## config.mk

```make
export PLATFORM = sky130hd
export DESIGN_NAME = pi_controller_clamped_integral
export DESIGN_NICKNAME = d
export VERILOG_FILES = /design/src/sv/pic_pkg.sv /design/src/sv/pi_controller_clamped_integral.sv /design/src/sv/pic_dpath.sv
export SDC_FILE = /design/constraint.sdc
export NUM_CORES = 2
export LEC_CHECK = 0
export ABC_AREA = 1
export BUFFER_PORTS_ARGS = -buffer_cell sky130_fd_sc_hd__buf_2
export CAP_MARGIN = 10
export CORE_MARGIN = 8
export CORE_UTILIZATION = 45
export CTS_CLUSTER_SIZE = 10
export DETAILED_ROUTE_END_ITERATION = 8
export GPL_ROUTABILITY_DRIVEN = 1
export PLACE_DENSITY = 0.66
export RECOVER_POWER = 50
export REMOVE_ABC_BUFFERS = 1
export SLEW_MARGIN = 20
export SYNTH_ARGS = -nofsm -noshare
export SYNTH_HDL_FRONTEND = slang
export SYNTH_SLANG_ARGS = --single-unit
```

## constraint.sdc

```tcl
create_clock -name clk -period 17.3 [get_ports clk]
set_input_delay 2.595 -clock clk [delete_from_list [all_inputs] [get_ports clk]]
set_output_delay 2.595 -clock clk [all_outputs]
set_load 0.02 [all_outputs]
```

## src/sv/pic_pkg.sv

```systemverilog
`timescale 1ns / 1ps

package pic_pkg;

	// Gains are Q8.8; the integral increment is scaled by 1e9 ns per second and the gain fraction.
	localparam int GAIN_FRAC_BITS = 8;

	// Bit-serial loop lengths: one step per dt bit, then one step per bit of the reciprocal.
	localparam int DT_W   = 32;
	localparam int PROD_W = 80;
	localparam int QUO_W  = 41;

	// The divisor 1e9 * 2^GAIN_FRAC_BITS is 2^(GAIN_FRAC_BITS + 9) * 5^9. The product is shifted
	// right by the power of two and multiplied by floor(2^61 / 5^9). That estimate is either the
	// quotient or one below it, and the low bits of the remainder settle which.
	localparam int RCP_SHIFT = GAIN_FRAC_BITS + 9;
	localparam int NUM_W     = PROD_W - 1 - RCP_SHIFT;
	localparam int RCP_W     = 41;
	localparam int RCP_FRAC  = 61;
	localparam int RACC_W    = NUM_W + 1 + RCP_W;
	localparam logic [RCP_W-1:0] RCP_M   = 41'd1180591620717;
	localparam logic [20:0]      DIV_ODD = 21'd1953125;

	localparam int PC_W  = 4;
	localparam int CNT_W = 7;
	localparam int OP_W  = 4;
	localparam int CND_W = 3;

	localparam logic [CNT_W-1:0] MUL_CNT = CNT_W'(DT_W - 1);
	localparam logic [CNT_W-1:0] RCP_CNT = CNT_W'(RCP_W - 1);

	localparam logic [31:0] S32_MAX = 32'h7FFF_FFFF;
	localparam logic [31:0] S32_MIN = 32'h8000_0000;

	// Register indexes of the configuration port
	localparam logic [1:0] REG_KP      = 2'd0;
	localparam logic [1:0] REG_KI      = 2'd1;
	localparam logic [1:0] REG_INT_LOW = 2'd2;
	localparam logic [1:0] REG_INT_HIGH = 2'd3;

	// Datapath operations
	localparam logic [OP_W-1:0] OP_NOP     = 4'd0;
	localparam logic [OP_W-1:0] OP_LATCH   = 4'd1;
	localparam logic [OP_W-1:0] OP_MUL_KI  = 4'd2;
	localparam logic [OP_W-1:0] OP_MUL_KP  = 4'd3;
	localparam logic [OP_W-1:0] OP_SHADD   = 4'd4;
	localparam logic [OP_W-1:0] OP_RCPSTEP = 4'd5;
	localparam logic [OP_W-1:0] OP_FIX     = 4'd6;
	localparam logic [OP_W-1:0] OP_SUM     = 4'd7;
	localparam logic [OP_W-1:0] OP_CLAMP   = 4'd8;
	localparam logic [OP_W-1:0] OP_OUT     = 4'd9;

	// Jump conditions
	localparam logic [CND_W-1:0] COND_NEXT     = 3'd0;
	localparam logic [CND_W-1:0] COND_JUMP     = 3'd1;
	localparam logic [CND_W-1:0] COND_NO_IN    = 3'd2;
	localparam logic [CND_W-1:0] COND_LOOP     = 3'd3;
	localparam logic [CND_W-1:0] COND_OUT_BUSY = 3'd4;

	// Program addresses
	localparam logic [PC_W-1:0] PC_IDLE  = 4'd0;
	localparam logic [PC_W-1:0] PC_MULKI = 4'd1;
	localparam logic [PC_W-1:0] PC_MULKP = 4'd2;
	localparam logic [PC_W-1:0] PC_SHADD = 4'd3;
	localparam logic [PC_W-1:0] PC_RCP   = 4'd4;
	localparam logic [PC_W-1:0] PC_FIX   = 4'd5;
	localparam logic [PC_W-1:0] PC_SUM   = 4'd6;
	localparam logic [PC_W-1:0] PC_CLAMP = 4'd7;
	localparam logic [PC_W-1:0] PC_OUT   = 4'd8;
	localparam logic [PC_W-1:0] PC_RET   = 4'd9;

	typedef struct packed {
		logic [OP_W-1:0]  op;
		logic [CND_W-1:0] cond;
		logic [PC_W-1:0]  target;
		logic             load_cnt;
		logic [CNT_W-1:0] cnt_val;
	} ucode_t;

	typedef struct packed {
		logic [OP_W-1:0] op;
	} dp_ctl_t;

	typedef struct packed {
		logic [15:0] kp_gain;
		logic [15:0] ki_gain;
		logic [31:0] integral_low;
		logic [31:0] integral_high;
	} cfg_t;

	function automatic ucode_t ucode_rom(input logic [PC_W-1:0] pc);
		ucode_t w;
		w = '{op: OP_NOP, cond: COND_JUMP, target: PC_IDLE, load_cnt: 1'b0, cnt_val: '0};
		case (pc)
			PC_IDLE:  w = '{OP_LATCH,   COND_NO_IN,    PC_IDLE,  1'b0, '0};
			PC_MULKI: w = '{OP_MUL_KI,  COND_NEXT,     PC_IDLE,  1'b0, '0};
			PC_MULKP: w = '{OP_MUL_KP,  COND_NEXT,     PC_IDLE,  1'b1, MUL_CNT};
			PC_SHADD: w = '{OP_SHADD,   COND_LOOP,     PC_SHADD, 1'b1, RCP_CNT};
			PC_RCP:   w = '{OP_RCPSTEP, COND_LOOP,     PC_RCP,   1'b0, '0};
			PC_FIX:   w = '{OP_FIX,     COND_NEXT,     PC_IDLE,  1'b0, '0};
			PC_SUM:   w = '{OP_SUM,     COND_NEXT,     PC_IDLE,  1'b0, '0};
			PC_CLAMP: w = '{OP_CLAMP,   COND_NEXT,     PC_IDLE,  1'b0, '0};
			PC_OUT:   w = '{OP_OUT,     COND_OUT_BUSY, PC_OUT,   1'b0, '0};
			PC_RET:   w = '{OP_NOP,     COND_JUMP,     PC_IDLE,  1'b0, '0};
			default:  w = '{OP_NOP,     COND_JUMP,     PC_IDLE,  1'b0, '0};
		endcase
		return w;
	endfunction

endpackage

```

## src/sv/pi_controller_clamped_integral.sv

```systemverilog
`timescale 1ns / 1ps

// Parallel PI controller on Q16.16 data with Q8.8 gains and a clamped integral. Each input
// transaction is one sample; it yields exactly one output transaction carrying the effort and
// the integral after the step. From acceptance to the result being offered, a small microcoded
// sequencer runs the datapath through a 32-step shift-add multiply of the error-gain product by
// the time step, then divides by 1e9 * 256 with a 41-step shift-add multiply by a fixed
// reciprocal and a one-step remainder correction. Only one sample is in flight; the next is
// accepted after the result has been written to the output register and the sequencer has gone
// through its return step back to idle. The output register holds a result while the output is
// stalled, and a stalled output holds the next sample at its output step. Configuration writes
// must be made while no sample is being processed.
module pi_controller_clamped_integral import pic_pkg::*; (
	input  logic               clk,
	input  logic               arst_n,
	input  logic               cfg_we,
	input  logic [1:0]         cfg_index,
	input  logic [31:0]        cfg_wdata,
	input  logic               in_valid,
	output logic               in_stall,
	input  logic signed [31:0] setpoint,
	input  logic signed [31:0] measurement,
	input  logic [63:0]        timestamp_ns,
	output logic               out_valid,
	input  logic               out_stall,
	output logic signed [31:0] effort,
	output logic signed [31:0] integral_now
);

	logic [PC_W-1:0]  pc_q;
	logic [CNT_W-1:0] cnt_q;
	logic             out_valid_q;
	cfg_t             cfg_q;

	ucode_t           uw;
	logic             taken;
	logic             gated;
	dp_ctl_t          dp_ctl;

	always_comb begin
		uw = ucode_rom(pc_q);
		case (uw.cond)
			COND_NEXT:     taken = 1'b0;
			COND_JUMP:     taken = 1'b1;
			COND_NO_IN:    taken = !in_valid;
			COND_LOOP:     taken = (cnt_q != '0);
			COND_OUT_BUSY: taken = out_valid_q && out_stall;
			default:       taken = 1'b1;
		endcase
		// A wait step only does its work in the cycle it leaves the wait
		gated     = taken && (uw.cond == COND_NO_IN || uw.cond == COND_OUT_BUSY);
		dp_ctl.op = gated ? OP_NOP : uw.op;
	end

	always_ff @(posedge clk or negedge arst_n) begin
		if (!arst_n) begin
			pc_q  <= PC_IDLE;
			cnt_q <= '0;
		end else begin
			pc_q <= taken ? uw.target : (pc_q + PC_W'(1));
			if (uw.cond == COND_LOOP && taken) begin
				cnt_q <= cnt_q - CNT_W'(1);
			end else if (uw.load_cnt) begin
				cnt_q <= uw.cnt_val;
			end
		end
	end

	always_ff @(posedge clk or negedge arst_n) begin
		if (!arst_n) begin
			out_valid_q <= 1'b0;
		end else if (dp_ctl.op == OP_OUT) begin
			out_valid_q <= 1'b1;
		end else if (!out_stall) begin
			out_valid_q <= 1'b0;
		end
	end

	always_ff @(posedge clk or negedge arst_n) begin
		if (!arst_n) begin
			cfg_q <= '0;
		end else if (cfg_we) begin
			case (cfg_index)
				REG_KP:       cfg_q.kp_gain       <= cfg_wdata[15:0];
				REG_KI:       cfg_q.ki_gain       <= cfg_wdata[15:0];
				REG_INT_LOW:  cfg_q.integral_low  <= cfg_wdata;
				REG_INT_HIGH: cfg_q.integral_high <= cfg_wdata;
				default: begin
				end
			endcase
		end
	end

	assign in_stall  = (pc_q != PC_IDLE);
	assign out_valid = out_valid_q;

	pic_dpath u_dpath (
		.clk          (clk),
		.arst_n       (arst_n),
		.ctl          (dp_ctl),
		.cfg          (cfg_q),
		.setpoint     (setpoint),
		.measurement  (measurement),
		.timestamp_ns (timestamp_ns),
		.effort       (effort),
		.integral_now (integral_now)
	);

	// A result only appears after the output step of the program
	a_out_from_program: assert property (@(posedge clk) disable iff (!arst_n)
		$rose(out_valid_q) |-> $past(pc_q) == PC_OUT)
		else $error("output became valid outside the output step");

	// Leaving the multiply loop must arm the reciprocal loop with its full count
	a_rcp_armed: assert property (@(posedge clk) disable iff (!arst_n)
		(pc_q == PC_SHADD && cnt_q == '0) |=> (pc_q == PC_RCP && cnt_q == RCP_CNT))
		else $error("reciprocal loop not armed after multiply loop");

	// With ordered limits a fresh integral lies inside them
	a_integral_bounded: assert property (@(posedge clk) disable iff (!arst_n)
		($rose(out_valid_q) && $signed(cfg_q.integral_low) <= $signed(cfg_q.integral_high))
		|-> ($signed(integral_now) >= $signed(cfg_q.integral_low)
			&& $signed(integral_now) <= $signed(cfg_q.integral_high)))
		else $error("integral outside its limits");

endmodule

```

## src/sv/pic_dpath.sv

```systemverilog
`timescale 1ns / 1ps

module pic_dpath import pic_pkg::*; (
	input  logic               clk,
	input  logic               arst_n,
	input  dp_ctl_t            ctl,
	input  cfg_t               cfg,
	input  logic signed [31:0] setpoint,
	input  logic signed [31:0] measurement,
	input  logic [63:0]        timestamp_ns,
	output logic signed [31:0] effort,
	output logic signed [31:0] integral_now
);

	logic signed [32:0] err_diff;
	logic [31:0]        err_sat;
	logic [64:0]        ts_diff;
	logic [31:0]        dt_new;

	logic [31:0]        err_q;
	logic [31:0]        dt_q;
	logic [63:0]        last_q;
	logic               stamp_valid_q;

	logic [15:0]        gain;
	logic [31:0]        err_mag;
	logic [15:0]        gain_mag;
	logic [47:0]        mul_p;
	logic               prod_neg;
	logic [39:0]        prop_mag;

	logic [46:0]        pmag_q;
	logic               eki_neg_q;
	logic [40:0]        prop_q;

	logic [PROD_W-1:0]  r_q;
	logic [47:0]        hi_add;

	logic [RACC_W-1:0]  racc_q;
	logic [NUM_W:0]     racc_add;
	logic [NUM_W-1:0]   num;
	logic [QUO_W-1:0]   quo_est;
	logic [31:0]        fix_prod;
	logic [31:0]        fix_rem;
	logic [QUO_W-1:0]   quo_q;

	logic [42:0]        inc;
	logic [43:0]        sum_d;
	logic [43:0]        sum_q;
	logic [43:0]        lo_ext;
	logic [43:0]        hi_ext;
	logic [43:0]        clamp_v;

	logic [31:0]        acc_q;
	logic [41:0]        eff_sum;
	logic [31:0]        eff_sat;
	logic [31:0]        effort_q;
	logic [31:0]        integ_q;

	// Error, saturated to the 32-bit data range
	always_comb begin
		err_diff = {setpoint[31], setpoint} - {measurement[31], measurement};
		if (err_diff[32] != err_diff[31]) begin
			err_sat = err_diff[32] ? S32_MIN : S32_MAX;
		end else begin
			err_sat = err_diff[31:0];
		end
	end

	// Time step: zero on the first sample or when time runs backwards, capped at 32 bits
	always_comb begin
		ts_diff = {1'b0, timestamp_ns} - {1'b0, last_q};
		if (!stamp_valid_q || ts_diff[64]) begin
			dt_new = '0;
		end else if (|ts_diff[63:32]) begin
			dt_new = '1;
		end else begin
			dt_new = ts_diff[31:0];
		end
	end

	// One shared magnitude multiplier serves both gains
	always_comb begin
		gain     = (ctl.op == OP_MUL_KI) ? cfg.ki_gain : cfg.kp_gain;
		err_mag  = err_q[31] ? (~err_q + 32'd1) : err_q;
		gain_mag = gain[15] ? (~gain + 16'd1) : gain;
		mul_p    = 48'(err_mag) * 48'(gain_mag);
		prod_neg = err_q[31] ^ gain[15];
		prop_mag = mul_p[47:GAIN_FRAC_BITS];
	end

	always_comb begin
		hi_add = r_q[0] ? (r_q[79:32] + {1'b0, pmag_q}) : r_q[79:32];
	end

	// The reciprocal product runs as a shift-add over the constant's bits; the remainder of the
	// estimate is small, so its low 32 bits are enough to tell whether one more is due.
	always_comb begin
		num      = r_q[PROD_W-2:RCP_SHIFT];
		racc_add = racc_q[0] ? (racc_q[RACC_W-1:RCP_W] + {1'b0, num})
			: racc_q[RACC_W-1:RCP_W];
		quo_est  = racc_q[RCP_FRAC+QUO_W-1:RCP_FRAC];
		fix_prod = quo_est[31:0] * 32'(DIV_ODD);
		fix_rem  = num[31:0] - fix_prod;
	end

	// Integral update and clamp; the upper limit is applied last so it wins on inverted limits
	always_comb begin
		inc    = eki_neg_q ? (43'd0 - {2'b00, quo_q}) : {2'b00, quo_q};
		sum_d  = {{12{acc_q[31]}}, acc_q} + {inc[42], inc};
		lo_ext = {{12{cfg.integral_low[31]}}, cfg.integral_low};
		hi_ext = {{12{cfg.integral_high[31]}}, cfg.integral_high};
		clamp_v = sum_q;
		if ($signed(clamp_v) < $signed(lo_ext)) begin
			clamp_v = lo_ext;
		end
		if ($signed(clamp_v) > $signed(hi_ext)) begin
			clamp_v = hi_ext;
		end
	end

	always_comb begin
		eff_sum = {prop_q[40], prop_q} + {{10{acc_q[31]}}, acc_q};
		if (eff_sum[41:31] == {11{eff_sum[41]}}) begin
			eff_sat = eff_sum[31:0];
		end else begin
			eff_sat = eff_sum[41] ? S32_MIN : S32_MAX;
		end
	end

	always_ff @(posedge clk or negedge arst_n) begin
		if (!arst_n) begin
			acc_q         <= '0;
			last_q        <= '0;
			stamp_valid_q <= 1'b0;
		end else begin
			case (ctl.op)
				OP_LATCH: begin
					last_q        <= timestamp_ns;
					stamp_valid_q <= 1'b1;
				end
				OP_CLAMP: begin
					acc_q <= clamp_v[31:0];
				end
				default: begin
				end
			endcase
		end
	end

	always_ff @(posedge clk) begin
		case (ctl.op)
			OP_LATCH: begin
				err_q <= err_sat;
				dt_q  <= dt_new;
			end
			OP_MUL_KI: begin
				pmag_q    <= mul_p[46:0];
				eki_neg_q <= prod_neg;
				r_q       <= {48'd0, dt_q};
				racc_q    <= RACC_W'(RCP_M);
			end
			OP_MUL_KP: begin
				prop_q <= prod_neg ? (41'd0 - {1'b0, prop_mag}) : {1'b0, prop_mag};
			end
			OP_SHADD: begin
				r_q <= {1'b0, hi_add, r_q[31:1]};
			end
			OP_RCPSTEP: begin
				racc_q <= {1'b0, racc_add, racc_q[RCP_W-1:1]};
			end
			OP_FIX: begin
				quo_q <= (fix_rem >= 32'(DIV_ODD)) ? (quo_est + QUO_W'(1)) : quo_est;
			end
			OP_SUM: begin
				sum_q <= sum_d;
			end
			OP_OUT: begin
				effort_q <= eff_sat;
				integ_q  <= acc_q;
			end
			default: begin
			end
		endcase
	end

	assign effort       = effort_q;
	assign integral_now = integ_q;

endmodule
```

==> flow_summary.yaml <==
run_status:
  outcome: "complete, but fails checks"
  violations: "max-capacitance violations, max-slew violations"
place:
  pre_cts_ws_ns: 4.34
  hpwl_microns: 234000
  gp_congestion: 0.976
  numPortBuffers: 232
routing:
  wirelength_microns: 282000
  route.detailed.drc: 0
  vias: 73900
  ant_nets: 0
  dr.pass1.iters: 6
  via_per_inst: 5.41
  initialDrtViolationCount: 6151
  wl_per_cell_microns: 20.7
clock_network:
  clock-sinks: 689
  clockBufferDepth: 3
  cts_buffers: 91
  cts_tree: "built"
  htreeDepth: 3
  cts_setup_buffers: 0
  cts.repair.resized: 0
  clock-root-buffer: "clkbuf_16"
  clk_pin_slew_ns: 0.05
  clk_latency_ns: 0.76
  cts_hold_buffers: 0
timing:
  worstMarginPinSlew_ns: 7.45
  max_freq_mhz: 70.6
  finalHoldViolCount: 0
  tns_ns: 0
  timing.slew.headroom: -3.97
  min_period_ns: 14.16
  post-route-period-util: 0.818
  finalSetupViolCount: 0
  finalMaxSlewViolations: 766
  rsz0062_at_grt: "false"
  skew_ns: 0.0730
  setup_ws_ns: 3.14
synthesis:
  synth_area_leaders: "edfxtp_1 (18%), fa_1 (16%), nand2_1 (13%)"
  ys.flop_type: "edfxtp_1"
  avgSynthCellArea_sq_um: 7.38
  yosysMostFrequentCell: "nand2_1"
  ys_seq_area_frac: 0.242
  ys_ff_latch: 689
  synth_edf_count: 484
  synth_commonest_cells: "nand2_1 (2775), inv_1 (2096), nor2_1 (1069)"
  yosysUniqueCellTypes: 67
  synthArstFlopShare: 0.298
  syn_inst: 11000
  synth_area_sq_um: 81400
  yosys_warnings: 0
  synth_largest_area_cell: "edfxtp_1"
  synth_top_area_frac: 0.179
floorplan:
  start_util: 0.452
  fp.dieH_microns: 441
  fp.coreArea_sq_um: 180000
  num_rows: 156
  die-area_sq_um: 195000
  ioPinCount: 233
  fp.dieW_microns: 441
cells_and_area:
  n_fill_cell: 18100
  drive_above_1_share: 0.0408
  fin_nets: 12700
  area_growth_pct: 8.07
worst_setup_path:
  slowest_delay_ns: 1.81
  path_class: "in -> reg"
  slowest_stage: "o21ai_0"
  critPathMaxFanout: 28
  cp-start-kind: "primary input"
  cp.required_ns: 17.79
  worstPathArrival_ns: 14.65
  crit_path_end_kind: "flop"
global_route:
  grt_max_degree: 132
  overflow: 0
  grt_pass1_wl_microns: 431000
  antenna_found_initial: 5
  grt_util_all_layers: 0.284
  grt_pass1_vias: 73700
min_path:
  hold_path.class: "reg -> reg"
run:
  drv_cap: 17
## critical path, delay by kind of cell
kind            cells  cell delay, ns
xor+xnor            1            0.26
fa+ha+maj           8            3.74
simple gates       20            4.26
compound gates      3            2.59
buf+inv             7            1.14
## cells by family after synthesis
group,synth area share
AO/OA/AOI/OAI,0.104
XOR/XNOR,0.0390
adder cells (fa/ha/maj),0.266
buffers and inverters,0.110
flip-flops,0.242
multiplexers,0.000246
AND/OR/NAND/NOR,0.240
## metal layers
layer	wire (microns)	track usage	up-vias
met5	11	0	-
met4	12000	0.107	2
met3	17600	0.0352	523
met2	132000	0.479	2613
met1	121000	0.375	35400
li1	-	-	35400
## final cells by class
class	count	area (sq um)	share of cell area
tap	2370	2970	0.0337
clock inverter	29	368	0.00418
multi-input combinational	7992	52800	0.601
timing repair buffer	307	1570	0.0179
sequential	689	19700	0.224
antenna	5	12.5	0.000142
inverter	2122	7970	0.0906
clock buffer	143	2560	0.0291
## placed cells by master, fill, tap and decap left out, types with 40 or more instances in the layout
cell type  count
nor3_1       102
nand3_1      486
nor2_1      1063
a21oi_1      626
clkbuf_16     91
dfrtp_1      205
a21o_1        40
o211ai_1      45
a31oi_1       50
fa_1         643
nand2_1     2774
o21bai_1      51
or2_2         51
nand4_1      171
edfxtp_1     484
xor2_1       229
buf_4         58
buf_2        162
ha_1         701
xnor2_1      131
clkbuf_1     130
o21ai_0      591
inv_1       2098
## path summary, 6_finish.rpt
path / startpoint / end / depth (start not counted) / slack [ns]
worst min-delay path: u_dpath.stamp_valid_q / u_dpath.stamp_valid_q / 1 / 0.47
worst max-delay path: in_valid / u_dpath.prop_q[22] / 39 / 3.14
max in group asynchronous: arst_n / cfg_q[70] / 2 / 4.56
worst max register to register: pc_q[0] / u_dpath.prop_q[22] / 39 / 3.78
worst min register to register: u_dpath.stamp_valid_q / u_dpath.stamp_valid_q / 1 / 0.47
min in group asynchronous: arst_n / cnt_q[0] / 1 / 3.62
## flip-flops by register name, indices dropped and copies added (netlist names)
signal / count
u_dpath.last_q: 64
u_dpath.prop_q: 41
u_dpath.integral_now: 32
u_dpath.eki_neg_q: 1
cnt_q: 7
u_dpath.sum_q: 44
u_dpath.pmag_q: 47
pc_q: 4
u_dpath.effort: 32
u_dpath.dt_q: 32
u_dpath.err_q: 32
out_valid: 1
u_dpath.racc_q: 103
u_dpath.acc_q: 32
u_dpath.r_q: 79
u_dpath.quo_q: 41
u_dpath.stamp_valid_q: 1
cfg_q: 96
## per-stage QoR
step	hold slack, ns	utilization	cells	cell area (sq um)
2_1_floorplan	0.440	-	10800	80400
3_3_place_gp	0.457	0.473	13500	85200
3_5_place_dp	0.452	0.473	13500	85200
4_1_cts	0.466	0.489	13700	88100
5_1_grt	0.477	0.488	13700	87900
6_report	0.471	0.488	13700	87900
Power is left out: the tool's default activity adds up to more than one toggle a clock period on the data nets, which glitch-free logic cannot reach.
